## src/hw/rtl/ufrq_pkg.sv

```systemverilog
// ----------------------------------------------------------------------------
// ufrq_pkg
// Shared types, codes and defaults of the UDP fragment retransmit queue.
// ----------------------------------------------------------------------------
package ufrq_pkg;

   localparam int DefQueueDepth   = 64;
   localparam int DefPayloadBytes = 512;

   localparam logic [1:0] FUNC_ENQ_MSG = 2'd0;
   localparam logic [1:0] FUNC_ENQ_HDR = 2'd1;
   localparam logic [1:0] FUNC_ACK     = 2'd2;
   localparam logic [1:0] FUNC_POLL    = 2'd3;

   localparam logic [1:0] STAT_DONE    = 2'd0;
   localparam logic [1:0] STAT_EMIT    = 2'd1;
   localparam logic [1:0] STAT_NOT_DUE = 2'd2;
   localparam logic [1:0] STAT_FULL    = 2'd3;

   localparam logic CSR_RESEND_DELAY  = 1'b0;
   localparam logic CSR_ATTEMPT_LIMIT = 1'b1;

   typedef struct packed {
      logic [1:0]  func;
      logic [15:0] msg_id;
      logic [7:0]  part_number;
      logic [7:0]  total_parts;
      logic [15:0] msg_length;
      logic        ack_required;
      logic        deflated;
      logic [47:0] peer;
      logic [15:0] buffer_handle;
      logic [31:0] now;
   } req_type;

   typedef struct packed {
      logic [1:0]  status;
      logic [15:0] out_msg_id;
      logic [7:0]  out_part;
      logic [7:0]  out_total;
      logic        out_ack;
      logic        out_deflated;
      logic [47:0] out_peer;
      logic [15:0] out_buffer;
      logic [15:0] payload_offset;
      logic [9:0]  payload_length;
   } rsp_type;

   typedef struct packed {
      logic [15:0] msg_id;
      logic [7:0]  part;
      logic [7:0]  total;
      logic [7:0]  attempts;
      logic        deflated;
      logic        ack;
      logic [47:0] peer;
      logic [15:0] buffer;
      logic [15:0] offset;
      logic [9:0]  length;
      logic [31:0] stamp;
   } entry_type;

   typedef struct packed {
      logic       latch_req;
      logic       set_status;
      logic [1:0] status_code;
      logic       fc_clr;
      logic       fc_step;
      logic       k_clr;
      logic       k_inc;
      logic       rd_search;
      logic       rd_shift;
      logic       rd_head;
      logic       wr_shift;
      logic       wr_frag;
      logic       wr_hdr;
      logic       poll_emit;
      logic       cnt_add;
      logic       cnt_dec;
      logic       load_rsp;
   } ctrl_cmd_type;

   typedef struct packed {
      logic [1:0] func;
      logic       count_zero;
      logic       count_full;
      logic       fc_done;
      logic       fc_over;
      logic       fc_fit;
      logic       k_end;
      logic       k_last;
      logic       frag_end;
      logic       match;
      logic       due;
   } ctrl_stat_type;

endpackage

```

## src/hw/rtl/ufrq_controller.sv

```systemverilog
// ----------------------------------------------------------------------------
// ufrq_controller
// Sequencer that steps the datapath through one request at a time.
// ----------------------------------------------------------------------------
module ufrq_controller
   import ufrq_pkg::*;
(
   input  logic          clock,
   input  logic          reset,
   input  logic          req_valid,
   output logic          req_ready,
   output logic          rsp_valid,
   input  logic          rsp_ready,
   input  ctrl_stat_type stat,
   output ctrl_cmd_type  cmd
);

   typedef enum logic [3:0] {
      ST_IDLE, ST_DECODE, ST_FCOUNT, ST_FCHECK, ST_FWRITE,
      ST_SREAD, ST_SCMP, ST_SHIFT, ST_SHWR, ST_PEVAL, ST_FINISH
   } state_type;

   state_type state_ff, state_in;
   logic      rsp_valid_ff, rsp_valid_in;

   assign req_ready = (state_ff == ST_IDLE);
   assign rsp_valid = rsp_valid_ff;

   always_comb begin
      cmd      = '0;
      state_in = state_ff;
      case (state_ff)
         ST_IDLE: begin
            if (req_valid) begin
               cmd.latch_req = 1'b1;
               state_in      = ST_DECODE;
            end
         end
         ST_DECODE: begin
            case (stat.func)
               FUNC_ENQ_MSG: begin
                  cmd.fc_clr = 1'b1;
                  state_in   = ST_FCOUNT;
               end
               FUNC_ENQ_HDR: begin
                  if (stat.count_full) begin
                     cmd.set_status  = 1'b1;
                     cmd.status_code = STAT_FULL;
                  end else begin
                     cmd.wr_hdr = 1'b1;
                  end
                  state_in = ST_FINISH;
               end
               FUNC_ACK: begin
                  cmd.k_clr = 1'b1;
                  state_in  = ST_SREAD;
               end
               default: begin
                  if (stat.count_zero) begin
                     cmd.set_status  = 1'b1;
                     cmd.status_code = STAT_NOT_DUE;
                     state_in        = ST_FINISH;
                  end else begin
                     cmd.rd_head = 1'b1;
                     state_in    = ST_PEVAL;
                  end
               end
            endcase
         end
         ST_FCOUNT: begin
            if (stat.fc_done) begin
               state_in = ST_FCHECK;
            end else begin
               cmd.fc_step = 1'b1;
            end
         end
         ST_FCHECK: begin
            if (stat.fc_over || !stat.fc_fit) begin
               cmd.set_status  = 1'b1;
               cmd.status_code = STAT_FULL;
               state_in        = ST_FINISH;
            end else begin
               cmd.k_clr = 1'b1;
               state_in  = ST_FWRITE;
            end
         end
         ST_FWRITE: begin
            if (stat.frag_end) begin
               cmd.cnt_add = 1'b1;
               state_in    = ST_FINISH;
            end else begin
               cmd.wr_frag = 1'b1;
            end
         end
         ST_SREAD: begin
            if (stat.k_end) begin
               state_in = ST_FINISH;
            end else begin
               cmd.rd_search = 1'b1;
               state_in      = ST_SCMP;
            end
         end
         ST_SCMP: begin
            if (stat.match) begin
               state_in = ST_SHIFT;
            end else begin
               cmd.k_inc = 1'b1;
               state_in  = ST_SREAD;
            end
         end
         ST_SHIFT: begin
            if (stat.k_last) begin
               cmd.cnt_dec = 1'b1;
               state_in    = ST_FINISH;
            end else begin
               cmd.rd_shift = 1'b1;
               state_in     = ST_SHWR;
            end
         end
         ST_SHWR: begin
            cmd.wr_shift = 1'b1;
            cmd.k_inc    = 1'b1;
            state_in     = ST_SHIFT;
         end
         ST_PEVAL: begin
            if (stat.due) begin
               cmd.poll_emit = 1'b1;
            end else begin
               cmd.set_status  = 1'b1;
               cmd.status_code = STAT_NOT_DUE;
            end
            state_in = ST_FINISH;
         end
         ST_FINISH: begin
            if (!rsp_valid_ff || rsp_ready) begin
               cmd.load_rsp = 1'b1;
               state_in     = ST_IDLE;
            end
         end
         default: begin
            state_in = ST_IDLE;
         end
      endcase
   end

   always_comb begin
      rsp_valid_in = rsp_valid_ff;
      if (cmd.load_rsp) begin
         rsp_valid_in = 1'b1;
      end else if (rsp_ready) begin
         rsp_valid_in = 1'b0;
      end
   end

   always_ff @(posedge clock) begin
      if (reset) begin
         state_ff     <= ST_IDLE;
         rsp_valid_ff <= 1'b0;
      end else begin
         state_ff     <= state_in;
         rsp_valid_ff <= rsp_valid_in;
      end
   end

endmodule

```

## config.mk

```make
export PLATFORM = sky130hd
export DESIGN_NAME = ufrq_controller
export DESIGN_NICKNAME = d
export VERILOG_FILES = /design/src/hw/rtl/ufrq_pkg.sv /design/src/hw/rtl/ufrq_controller.sv
export SDC_FILE = /design/constraint.sdc
export NUM_CORES = 1
export LEC_CHECK = 0
export BUFFER_PORTS_ARGS = -buffer_cell sky130_fd_sc_hd__buf_4
export CORE_AREA = 2 2 43 75
export DETAILED_ROUTE_END_ITERATION = 10
export DIE_AREA = 0 0 45 77
export GPL_TIMING_DRIVEN = 0
export PLACE_DENSITY = 0.45
export SKIP_LAST_GASP = 1
export SLEW_MARGIN = 20
export SYNTH_ARGS = -nofsm -noshare
export SYNTH_HDL_FRONTEND = slang
export SYNTH_SLANG_ARGS = --single-unit
```

## constraint.sdc

```tcl
create_clock -name clock -period 1.78 [get_ports clock]
set_clock_uncertainty 0.15 [all_clocks]
set_input_delay 0.178 -clock clock [delete_from_list [all_inputs] [get_ports clock]]
set_output_delay 0.178 -clock clock [all_outputs]
set_load 0.1 [all_outputs]
```

# [Word-level counts from Yosys, hierarchy flattened]
# Cells that the tools add are included.
[word_totals] reg_bits=5 in_bits=16 elab_cells=79
[op_classes] n_eq_ne=16 n_mux=51 n_reduce_logical=10
[op_table] cell="$pmux W4 S11" count=1
[op_table] cell="$mux W1" count=32
[op_table] cell="$mux W4" count=6
[op_table] cell="$eq A4 B3 Y1 const B" count=4
[op_table] cell="$eq A4 B4 Y1 const B" count=3
[op_table] cell="$mux W3" count=4
[op_table] cell="$pmux W4 S3" count=1
[op_table] cell="$pmux W3 S3" count=1
[op_table] cell="$eq A4 B2 Y1 const B" count=2
[op_table] cell="$ne A2 B2 Y1 const B" count=4
[op_table] cell="$mux W2" count=3
[op_table] cell="$pmux W3 S2" count=1
[op_table] cell="$eq A4 B1 Y1 const B" count=1
[op_table] cell="$logic_not A4 Y1" count=1
[op_table] cell="$pmux W1 S2" count=2
[op_table] cell="$reduce_and A4 Y1" count=1
[op_table] cell="$reduce_or A3 Y1" count=1
[op_table] cell="$eq A2 B1 Y1 const B" count=1
[op_table] cell="$eq A2 B2 Y1 const B" count=1
[op_table] cell="$logic_not A1 Y1" count=2
[op_table] cell="$logic_not A2 Y1" count=1
[op_table] cell="$logic_or A1 B1 Y1" count=2
[op_table] cell="$reduce_bool A2 Y1" count=1
[op_table] cell="$reduce_or A2 Y1" count=1

# [Logic depth before layout (Yosys ltp)]
# Gate-level depths: netlist of run 1.
[logic_depth] word_depth=5 mapped_depth=6 ltp_nobuf=5

# [Least setup slack after synthesis of run 1]
# No wires, ideal clock.
[synth_timing] kind="flip-flop to output port" start="reg state_ff[2]" end="out cmd[12] (netlist name)" arrival_time_ns=3.447 t_required_ns=1.452 setup_slack_ns=-1.995 path_stages_with_launch=3 n_path_buf=1 cell_sequence="dfxtp_1 -> clkbuf_8 -> nor4_1"
[synth_rtl] element="start: declaration" line="ufrq_controller.sv:23" rtl="state_type state_ff, state_in;"
[synth_rtl] element="start signal: assignment" line="ufrq_controller.sv:160" rtl="state_ff <= state_in;"
[synth_rtl] element="end: declaration" line="ufrq_controller.sv:15" rtl="output ctrl_cmd_type cmd"

==> results of run 1 <==
## per-layer routing
layer | vias up | GRT usage, % | part of all wire [%]
met5 | - | 0 | 0
met4 | 0 | 5.294 | 3.2
met3 | 7 | 0.9412 | 4.5
met2 | 28 | 29.00 | 57
met1 | 409 | 18.03 | 35
li1 | 437 | - | -
## area by class of cell
class	instances	share of cell area, %
well taps	28	2.262
multi-input cells	77	47.01
flip-flops and latches	5	7.351
repair buffers	47	33.93
plain buffers	7	5.654
inverters	3	0.8885
clock buffers	4	2.908
## Yosys cell counts, types with 2 or more instances
| cell | n |
|---|---|
| and2b_2 | 2 |
| nand2b_1 | 7 |
| buf_6 | 2 |
| nand3_1 | 2 |
| o21ai_0 | 4 |
| nor3b_1 | 4 |
| a21oi_1 | 6 |
| buf_4 | 3 |
| dfxtp_1 | 5 |
| inv_1 | 2 |
| nor3_1 | 6 |
| nor2_1 | 10 |
| and3_1 | 3 |
| nand2_1 | 7 |
## state kept, by name (all words and copies together) (netlist names)
signal	count
state_ff	4
rsp_valid	1
## power breakdown
group,leakage [nW],internal (mW),switching [mW]
logic,0.592,0.768,1.20
clock network,0.0228,0.154,0.0569
registers,0.0439,0.160,0.0649
## logic make-up (layout without fill, tap and decap cells)
kind of cell | after synthesis | after routing
AO/OA/AOI/OAI | 20 | 20
buffers and inverters | 10 | 61
flip-flops | 5 | 5
multiplexers | 1 | 1
AND/OR/NAND/NOR | 56 | 56
## stage by stage
step                hold slack [ps]  util (%)  TNS, ps
CTS                           8.538     50.66   -952.8
detailed placement            241.9     40.82    -1812
global placement              239.4     40.82    -1816
global route                  18.09     54.11    -1188
floorplan                     89.65         -    -3780
finish                        8.759     54.11   -714.8
## what timing repair did
action | CTS | global route
pin swaps | 7 | 7
gates resized for setup | 48 | 17
endpoints found under the setup margin | 18 | 16
buffers inserted | 8 | 4
## critical path: stages (launching register included)
cell and delay, ps:
dfxtp_2 310, buf_6 120, nor2b_4 170, buf_4 160, nand2_1 100, o2111ai_4 240, buf_12 140, buf_12 160
## worst max-delay path by stage
stage                    to  slack (ps)
floorplan           cmd[17]        -610
CTS                 cmd[16]        -210
detailed placement  cmd[16]        -450
global placement    cmd[16]        -460
finish              cmd[16]        -180
global route        cmd[16]        -230
## placed cells by master, fill, tap and decap left out, types with 4 or more instances in the layout
| cell type | count |
|---|---|
| a21oi_1 | 6 |
| buf_12 | 13 |
| buf_4 | 31 |
| buf_6 | 6 |
| nand2_1 | 4 |
| nand2b_1 | 5 |
| nor2_1 | 5 |
| nor2_4 | 4 |
| nor3_4 | 5 |
| o21ai_0 | 4 |
==> results.md, run 1 <==
| Group | Result | Value |
|:---|:---|:---|
| synthesis | Area fraction in compound gates after synthesis | 22.46% |
| synthesis | Unique masters post-synth | 43 |
| sta | Headroom to the max-slew limit | 76.23% |
| synthesis | FFs w/ async S/R, synth | 0% |
| run | Count of maximum capacitance violations | 0 |
| clock network | Insertion delay to the later sink of the worst-skew pair | 220 ps |
| power | Leakage power figure | 0.6582 nW |
| place | Buffers added on ports | 35 |
| worst hold path | Worst-case hold path end point | rsp_valid |
| routing | Number of routed nets with antenna violations | 0 |
| sta | Final critical-path setup slack | -180.9 ps |
| global routing | Number of global-route vias before repair | 918 |
| synthesis | Simple-gate portion of the synthesized area | 50.91% |
| final layout | Fin nets | 160 |
| floorplanning | Site Rows | 26 |
| routing | Detailed-route DRC error count | 0 |
| clock network | Clock sinks | 5 |
| power | Final total power | 2.403 mW |
| power | Largest vdd supply drop | 802.2 µV |
| power | Total power density per cell area | 1551 nW/µm² |
| synthesis | Leading register cell type out of synthesis | dfxtp_1 |
| routing | Total Routed Length | 2517 µm |
| final layout | Syn-to-layout area delta | 124.3% |
| floorplanning | Full die area | 3465 µm² |
| routing | Violation count after the first detailed-route iteration | 5 |
| sta | Fmax | 0.5100 GHz |
| clock network | Clock root buffer | clkbuf_8 |
| floorplanning | Starting Density | 24.13% |
| place | Placement-stage worst setup slack | -454.2 ps |
| final layout | Area taken by multi-input logic gates | 728.2 µm² |
| floorplanning | Area of the core | 2863 µm² |
| floorplanning | Die height | 77 µm |
| global routing | Global-route wire length before repair | 4236 µm |
| clock network | Hold buffers post-CTS | 0 |
| synthesis | Largest family of logic cells by synthesized area | simple AND/OR/NAND/NOR gates |
| final layout | Antenna diodes | 0 |
| final layout | Non-Filler Cell Area, Final | 1549 µm² |
| synthesis | Synth top area cells | dfxtp_1, nand2b_1, nor2_1 |
| place | Gpl congestion | 0.7793 |
| sta | Final hold violations | 0 |
| routing | Drt via density | 5.152 |
| critical path | Critical path startpoint | state_ff[0] |
| sta | Final max-slew violation count | 0 |
| global routing | Number of antenna violations at the first check in global routing | 0 |
| synthesis | Number of enable flip-flop cells after synthesis | 0 |
| synthesis | Post-Synthesis Mean Instance Area | 7.507 µm² |
| critical path | Startpoint of the lowest-slack register-to-register path | state_ff[0] |
| final layout | Sequential cell area | 113.9 µm² |
| critical path | Critical Path Source Type | register |
| critical path | Reg2Reg Depth | 8 |
| run status | Run status | finished, violations left |
| final layout | Post-Layout Cell Count | 171 |
| clock network | Clock-pin slew reported for the worst setup and hold paths after clock tree synthesis | 30 ps |
| worst hold path | Launch instance of the worst min-delay path | reset |
| routing | Routed length per instance | 14.72 µm |
| critical path | Arrival time at the worst endpoint | 1630 ps |
| synthesis | Number of nets in the synthesized netlist | 108 |
| synthesis | Fraction of the mapped netlist area in adder cells | 0% |
| synthesis | Mapped Cells | 92 |
| sta | Share of the cycle needed by the critical path after routing | 110.2% |
| worst hold path | Path category of the worst min-delay check | primary input to register |
| synthesis | Top-area cell type share of the netlist area | 14.49% |
| synthesis | Warnings from Yosys | 0 |
| floorplanning | Ports | 36 |
| final layout | Fraction of final layout cells with drive strength greater than 1 | 71.33% |
| clock network | Number of buffers inserted during clock tree synthesis | 3 |
| global routing | Combined global-route utilization of all metal layers | 15.82% |
| clock network | Buffers from clock root to sink, at most | 2 |
| place | HPWL after detailed placement | 1926 µm |
| synthesis | Area leader, netlist | dfxtp_1 |
| synthesis | Xor/xnor share of the synthesized area | 0% |
| routing | Total vias in the final route | 881 |
| routing | Number of iterations in the first detailed-routing pass | 4 |
| worst hold path | Number of instances on the worst hold path | 2 |
| synthesis | Sequential area share after synthesis | 14.49% |
| clock network | CTS tree | built |
| critical path | Largest fanout of any net on the critical path | 7 |
| synthesis | Flip-flop and latch count after synthesis | 5 |
| sta | Final Critical Period | 1961 ps |
| global routing | Largest net degree at the start of global routing | 11 |
| global routing | Total gr overflow | 0 |
| critical path | Reg-to-reg critical path endpoint | state_ff[1] |
| place | Cell count after placement | 155 |
| critical path | Worst setup path category | register to output port |
| sta | Slew of the pin with the lowest slew margin | 352.9 ps |
| sta | Final setup violation count | 6 |
| clock network | H-Tree Depth | 1 |
| critical path | Crit end category | output port |
| place | Total cell area at the placement stage | 1169 µm² |
| floorplanning | Die W | 45 µm |
| sta | Setup repair after global routing missed its margin | true |
| final layout | Layout filler cell count | 286 |
| run status | Violated checks | negative setup slack |
| critical path | Endpoint required time on the critical path | 1450 ps |
| synthesis | Post-synthesis instance area | 690.7 µm² |
| synthesis | Multiplexer fraction of the synthesized cell area | 1.449% |
| critical path | Reg2Reg Setup Slack | 30 ps |
Note: power is estimated with default switching activity, not from simulation.
==> inputs of run 2 (changes only) <==
Settings changed: ABC_AREA set to 1, CORE_AREA 2 2 43 75 to 2 2 41 71, CTS_CLUSTER_SIZE set to 20, DIE_AREA 0 0 45 77 to 0 0 43 73, PLACE_DENSITY 0.45 to 0.46.
==> run 2 against run 1 <==
Against the previous run: the run still ends with negative setup slack left; first-iteration DRC count down 40%; critical path type unchanged; sequential power down 13%; non-clock buffer count down 11; critical path depth up 1; via count down 6.6%; die area down 9.4%; hold slack better by 130 ps.
==> results.md, run 2 <==
| Group | Result | Value |
|:---|:---|:---|
| floorplanning | Die W | 43 µm |
| routing | Routed length per instance | 10.25 µm |
| power | Total power density per cell area | 1437 nW/µm² |
| synthesis | Synth top area cells | nand2_1, dfxtp_1, inv_1 |
| final layout | Syn-to-layout area delta | 94.86% |
| floorplanning | Ports | 36 |
| synthesis | Number of nets in the synthesized netlist | 131 |
| global routing | Number of global-route vias before repair | 829 |
| sta | Final setup violation count | 3 |
| global routing | Largest net degree at the start of global routing | 9 |
| place | HPWL after detailed placement | 1635 µm |
| worst hold path | Path category of the worst min-delay check | primary input to register |
| clock network | Number of buffers inserted during clock tree synthesis | 3 |
| sta | Final-layout worst hold slack | 136.2 ps |
| final layout | Non-Filler Cell Area, Final | 1185 µm² |
| final layout | Sequential cell area | 111.4 µm² |
| final layout | Layout filler cell count | 323 |
| floorplanning | Starting Density | 23.14% |
| run status | Violated checks | negative setup slack |
| sta | Setup repair after global routing missed its margin | true |
| synthesis | Sequential area share after synthesis | 16.46% |
| power | Sw Ratio | 59.27% |
| critical path | Arrival time at the worst endpoint | 1500 ps |
| sta | Final hold violations | 0 |
| routing | Drt via density | 4.401 |
| power | Leakage power figure | 0.6685 nW |
| sta | Sum Neg Setup Slack | -78.47 ps |
| synthesis | Cell types with the highest counts after synthesis | nand2_1, inv_1, nor2_1 |
| clock network | Buffers from clock root to sink, at most | 2 |
| final layout | Register name with the most flops | state_ff |
| routing | Total vias in the final route | 823 |
| synthesis | Leading register cell type out of synthesis | dfxtp_1 |
| sta | Headroom to the max-slew limit | 81.49% |
| final layout | Area taken by multi-input logic gates | 469.2 µm² |
| routing | Number of routed nets with antenna violations | 0 |
| sta | Final critical-path setup slack | -47.73 ps |
| critical path | Critical Path Source Type | register |
| run status | Run status | finished, violations left |
| floorplanning | Die height | 73 µm |
| sta | Share of the cycle needed by the critical path after routing | 102.7% |
| global routing | Total gr overflow | 0 |
| final layout | Most common library cell in the layout ignoring fill and taps | buf_4 |
| place | Total cell area at the placement stage | 988.4 µm² |
| final layout | Fin nets | 177 |
| final layout | Antenna diodes | 0 |
| sta | Slew of the pin with the lowest slew margin | 280.0 ps |
| final layout | Max reg flops | 4 |
| synthesis | FFs w/ async S/R, synth | 0% |
| clock network | Clock root buffer | clkbuf_8 |
| synthesis | Cell with the most instances after synthesis | nand2_1 |
| synthesis | Warnings from Yosys | 0 |
| synthesis | Number of enable flip-flop cells after synthesis | 0 |
| sta | Fmax | 0.5471 GHz |
| place | Gpl congestion | 0.7717 |
| critical path | Endpoint required time on the critical path | 1450 ps |
| floorplanning | Site Rows | 25 |
| clock network | CTS tree | built |
| clock network | H-Tree Depth | 1 |
| final layout | Most frequent cells in the layout | buf_4, nand2_1, inv_1 |
| synthesis | Top-area cell type share of the netlist area | 17.90% |
| critical path | Largest fanout of any net on the critical path | 4 |
| run | Count of maximum capacitance violations | 0 |
| floorplanning | Full die area | 3139 µm² |
| power | Relative contribution of sequential cells to total power | 11.4% |
| power | Clk pwr share | 11.9% |
| power | Logic gate share of total power | 76.6% |
| critical path | Worst setup path category | register to output port |
| place | Placement-stage worst setup slack | -5.171 ps |
| routing | Total Routed Length | 1917 µm |
| synthesis | Unique masters post-synth | 21 |
| clock network | Clock sinks | 5 |
| sta | Final Critical Period | 1828 ps |
| power | Largest vdd supply drop | 1114 µV |
| routing | Violation count after the first detailed-route iteration | 3 |
| global routing | Combined global-route utilization of all metal layers | 13.31% |
| synthesis | Post-synthesis instance area | 608.1 µm² |
| sta | Final max-slew violation count | 0 |
| routing | Detailed-route DRC error count | 0 |
| critical path | Crit end category | output port |
| final layout | Fraction of final layout cells with drive strength greater than 1 | 50.00% |
| power | Final total power | 1.703 mW |
| place | Cell count after placement | 177 |
| synthesis | Area leader, netlist | nand2_1 |
| global routing | Global-route wire length before repair | 3284 µm |
| clock network | Clock-pin slew reported for the worst setup and hold paths after clock tree synthesis | 30 ps |
| synthesis | Flip-flop and latch count after synthesis | 5 |
| power | Int Power | 0.6935 mW |
| global routing | Number of antenna violations at the first check in global routing | 0 |
| final layout | Utilization after layout | 45.10% |
| place | Buffers added on ports | 35 |
| routing | Number of iterations in the first detailed-routing pass | 4 |
| power | Switching power total | 1.009 mW |
| floorplanning | Area of the core | 2628 µm² |
| final layout | Post-Layout Cell Count | 187 |
| clock network | Insertion delay to the later sink of the worst-skew pair | 210 ps |
| synthesis | Mapped Cells | 115 |
| synthesis | Post-Synthesis Mean Instance Area | 5.288 µm² |
## run 2: cell count changes after synthesis, moves of 7 or more
| cell | previous run | this run |
|---|---|---|
| nand2b_1 | 7 | 0 |
| nand3_1 | 2 | 9 |
| nand2_1 | 7 | 29 |
| nor2_1 | 10 | 18 |
| inv_1 | 2 | 24 |
## run 2: layout make-up
| class | instances | share of cell area [%] |
|---|---|---|
| buffer | 2 | 2.323 |
| clock buffer | 4 | 3.801 |
| inverter | 28 | 10.14 |
| multi-input combinational | 80 | 39.60 |
| sequential | 5 | 9.398 |
| tap | 27 | 2.851 |
| timing repair buffer | 41 | 31.89 |
## run 2: power by group through the flow
| stage | clock, mW | sequential (mW) | combinational, mW |
|---|---|---|---|
| final | 0.203 | 0.195 | 1.30 |
| after global routing | 0.217 | 0.199 | 1.40 |
| after CTS | 0.209 | 0.189 | 1.27 |
| after detailed placement | 0 | 0.185 | 1.16 |
| after global placement | 0 | 0.186 | 1.16 |
| after floorplan | 0 | 0.184 | 0.938 |
## run 2: final timing paths
| path | slack (ps) | endpoint | cells after the start | start |
|---|---|---|---|---|
| min reg2reg | 450 | state_ff[3] | 4 | rsp_valid |
| min | 140 | state_ff[3] | 4 | rsp_ready |
| max reg2reg | 350 | state_ff[3] | 10 | state_ff[1] |
| max | -50 | cmd[16] | 8 | state_ff[3] |
## run 2: cell families after synthesis
group | count (synthesis) | synth area share (%)
and+or+nand+nor | 71 | 54.73
buffers and inverters | 30 | 19.75
AOI/OAI and AO/OA | 9 | 9.053
DFF | 5 | 16.46
## run 2: worst max-delay path, stage by stage, from the launching register on
cell and delay (ps):
dfxtp_2 330, inv_2 80, nand2_4 70, nor2_4 150
buf_6 120, nand4_1 70, nand3b_1 170, buf_12 130
buf_12 160
## run 2: metal layers
metal	up-vias	share of wire (%)	GRT usage [%]
li1	438	-	-
met1	361	32	11.62
met2	22	62	29.12
met3	2	5.4	1.485
met4	0	0.52	4.040
met5	-	0	0
## run 2: timing repair
item,CTS,global route
endpoints found under the setup margin,3,10
hold endpoints to repair,1,0
hold buffers,1,0
resized for setup,16,13
setup buffers,4,1
pin swaps,3,3
==> inputs of run 3 (changes only) <==
Settings changed: PLACE_DENSITY 0.46 to 0.57, TNS_END_PERCENT set to 50.
==> run 3 against run 2 <==
Against the previous run: critical path depth unchanged; via count rose by 0.49%; total power is 1.2% lower; largest power group unchanged; fmax rose by 0.69%; global-route usage decreased by 0.79 points; critical endpoint unchanged; hold slack worse by 5.1 ps; combinational power about the same; the run still ends with negative setup slack left; setup slack better by 13 ps; count of clock-buffer cells in the layout stayed put; routed wire length increased by 0.26%; die area is the same.
==> results.md, run 3 (same netlist as run 2, synthesis figures left out) <==
| Group | Result | Value |
|:---|:---|:---|
| run status | Run status | finished, violations left |
| run status | Violated checks | negative setup slack |
| place | Cell count after placement | 177 |
| worst hold path | Path category of the worst min-delay check | primary input to register |
| final layout | Fraction of final layout cells with drive strength greater than 1 | 47.20% |
| routing | Total vias in the final route | 827 |
| final layout | Post-Layout Cell Count | 188 |
| routing | Drt via density | 4.399 |
| power | Total power density per cell area | 1486 nW/µm² |
| clock network | H-Tree Depth | 1 |
| sta | Final Critical Period | 1815 ps |
| global routing | Global-route wire length before repair | 3070 µm |
| clock network | Buffers from clock root to sink, at most | 2 |
| place | HPWL after detailed placement | 1583 µm |
| power | Switching power total | 1.004 mW |
| routing | Routed length per instance | 10.22 µm |
| sta | Slew of the pin with the lowest slew margin | 280.2 ps |
| final layout | Max reg flops | 4 |
| floorplanning | Starting Density | 23.14% |
| final layout | Non-Filler Cell Area, Final | 1132 µm² |
| critical path | Cell breakdown of the critical path | inv_4 > nand2_4 > nor2_4 > nand2_2 > o21ai_4 > nand3b_1 > buf_12 > buf_12 |
| routing | Detailed-route DRC error count | 0 |
| power | Largest vdd supply drop | 706.2 µV |
| global routing | Total gr overflow | 0 |
| floorplanning | Die height | 73 µm |
| sta | Setup repair after global routing missed its margin | true |
| power | Relative contribution of sequential cells to total power | 11.0% |
| sta | Final hold violations | 0 |
| power | Final total power | 1.682 mW |
| power | Sw Ratio | 59.68% |
| floorplanning | Site Rows | 25 |
| floorplanning | Area of the core | 2628 µm² |
| final layout | Most common library cell in the layout ignoring fill and taps | buf_4 |
| final layout | Antenna diodes | 0 |
| run | Count of maximum capacitance violations | 0 |
| critical path | Worst setup path category | register to output port |
| floorplanning | Full die area | 3139 µm² |
| sta | Headroom to the max-slew limit | 81.47% |
| critical path | Delay of the slowest cell on the worst path | 350 ps |
| critical path | Highest-delay cell along the critical path | dfxtp_2 |
| global routing | Largest net degree at the start of global routing | 9 |
| place | Buffers added on ports | 35 |
| routing | Violation count after the first detailed-route iteration | 15 |
| clock network | Clock sinks | 5 |
| critical path | Crit end category | output port |
| sta | Final-layout worst hold slack | 131.0 ps |
| clock network | Number of buffers inserted during clock tree synthesis | 3 |
| final layout | Register name with the most flops | state_ff |
| routing | Number of routed nets with antenna violations | 0 |
| sta | Share of the cycle needed by the critical path after routing | 102.0% |
| clock network | Insertion delay to the later sink of the worst-skew pair | 220 ps |
| final layout | Syn-to-layout area delta | 86.21% |
| sta | Final critical-path setup slack | -35.13 ps |
| final layout | Fin nets | 178 |
| sta | Final max-slew violation count | 0 |
| power | Clk pwr share | 12.4% |
| critical path | Arrival time at the worst endpoint | 1490 ps |
| power | Logic gate share of total power | 76.6% |
| routing | Total Routed Length | 1922 µm |
| clock network | Clock root buffer | clkbuf_8 |
| global routing | Combined global-route utilization of all metal layers | 12.52% |
| sta | Fmax | 0.5509 GHz |
| power | Int Power | 0.6783 mW |
| sta | Final setup violation count | 2 |
| global routing | Number of global-route vias before repair | 811 |
| critical path | Endpoint required time on the critical path | 1450 ps |
| floorplanning | Die W | 43 µm |
| power | Leakage power figure | 0.6564 nW |
| place | Gpl congestion | 0.7589 |
| clock network | CTS tree | built |
| critical path | Critical Path Source Type | register |
| critical path | Cell with the most instances on the worst path | buf_12 |
| floorplanning | Ports | 36 |
| critical path | Largest fanout of any net on the critical path | 4 |
| place | Total cell area at the placement stage | 972.2 µm² |
| final layout | Most frequent cells in the layout | buf_4, nand2_1, inv_1 |
| global routing | Number of antenna violations at the first check in global routing | 0 |
| clock network | Clock-pin slew reported for the worst setup and hold paths after clock tree synthesis | 30 ps |
| routing | Number of iterations in the first detailed-routing pass | 4 |
run 3: power by group through the flow:
stage | logic (mW) | clock network [mW] | registers (mW)
detailed placement | 1.15 | 0 | 0.186
finish | 1.29 | 0.208 | 0.185
CTS | 1.25 | 0.216 | 0.184
global route | 1.37 | 0.223 | 0.189
floorplan | 0.930 | 0 | 0.184
global placement | 1.14 | 0 | 0.185
run 3: stage by stage:
stage	utilization (%)	worst slack (ps)	TNS, ps
final	43.10	-35.13	-39.92
after detailed placement	37.00	-5.882	-5.882
after global placement	37.00	-10.44	-10.44
after CTS	41.62	-55.94	-169.7
after floorplan	-	-973.9	-4431
after global routing	43.10	-136.0	-555.1
run 3: final cells by class:
cell class                      instances  area, µm²
Inverter                               28      117.6
Tap cell                               27      33.78
Clock buffer                            4      45.04
Fill cell                             305       1495
Buffer                                  2      27.53
Timing Repair Buffer                   42      352.8
Multi-Input combinational cell         80      447.9
Sequential cell                         5      107.6
run 3: critical path, delay by kind of cell (launching register included):
kind | cells | cell delay (ps)
compound gates | 1 | 70
simple gates | 4 | 470
buf+inv | 3 | 370
flops | 1 | 350
run 3: path summary, 6_finish.rpt:
check / startpoint / endpoint / slack (ps) / depth (start not counted)
worst min register to register: rsp_valid / state_ff[3] / 450 / 4
worst max register to register: state_ff[2] / state_ff[3] / 200 / 11
worst min-delay path: rsp_ready / state_ff[3] / 130 / 4
worst max-delay path: state_ff[2] / cmd[16] / -40 / 8
run 3: what timing repair did:
item / in CTS / in global routing
pin swaps: 5 / 1
buffers inserted: 4 / 2
hold buffers: 1 / 0
endpoints found under the hold margin: 2 / 0
setup endpoints to repair: 3 / 10
gates resized for setup: 12 / 5
run 3: routing by layer:
metal	routed length (µm)	vias to the layer above	track usage (%)
met4	31	0	6.061
met3	53	4	1.238
met5	0	-	0
met2	1186	14	26.26
met1	650	368	11.04
li1	-	441	-
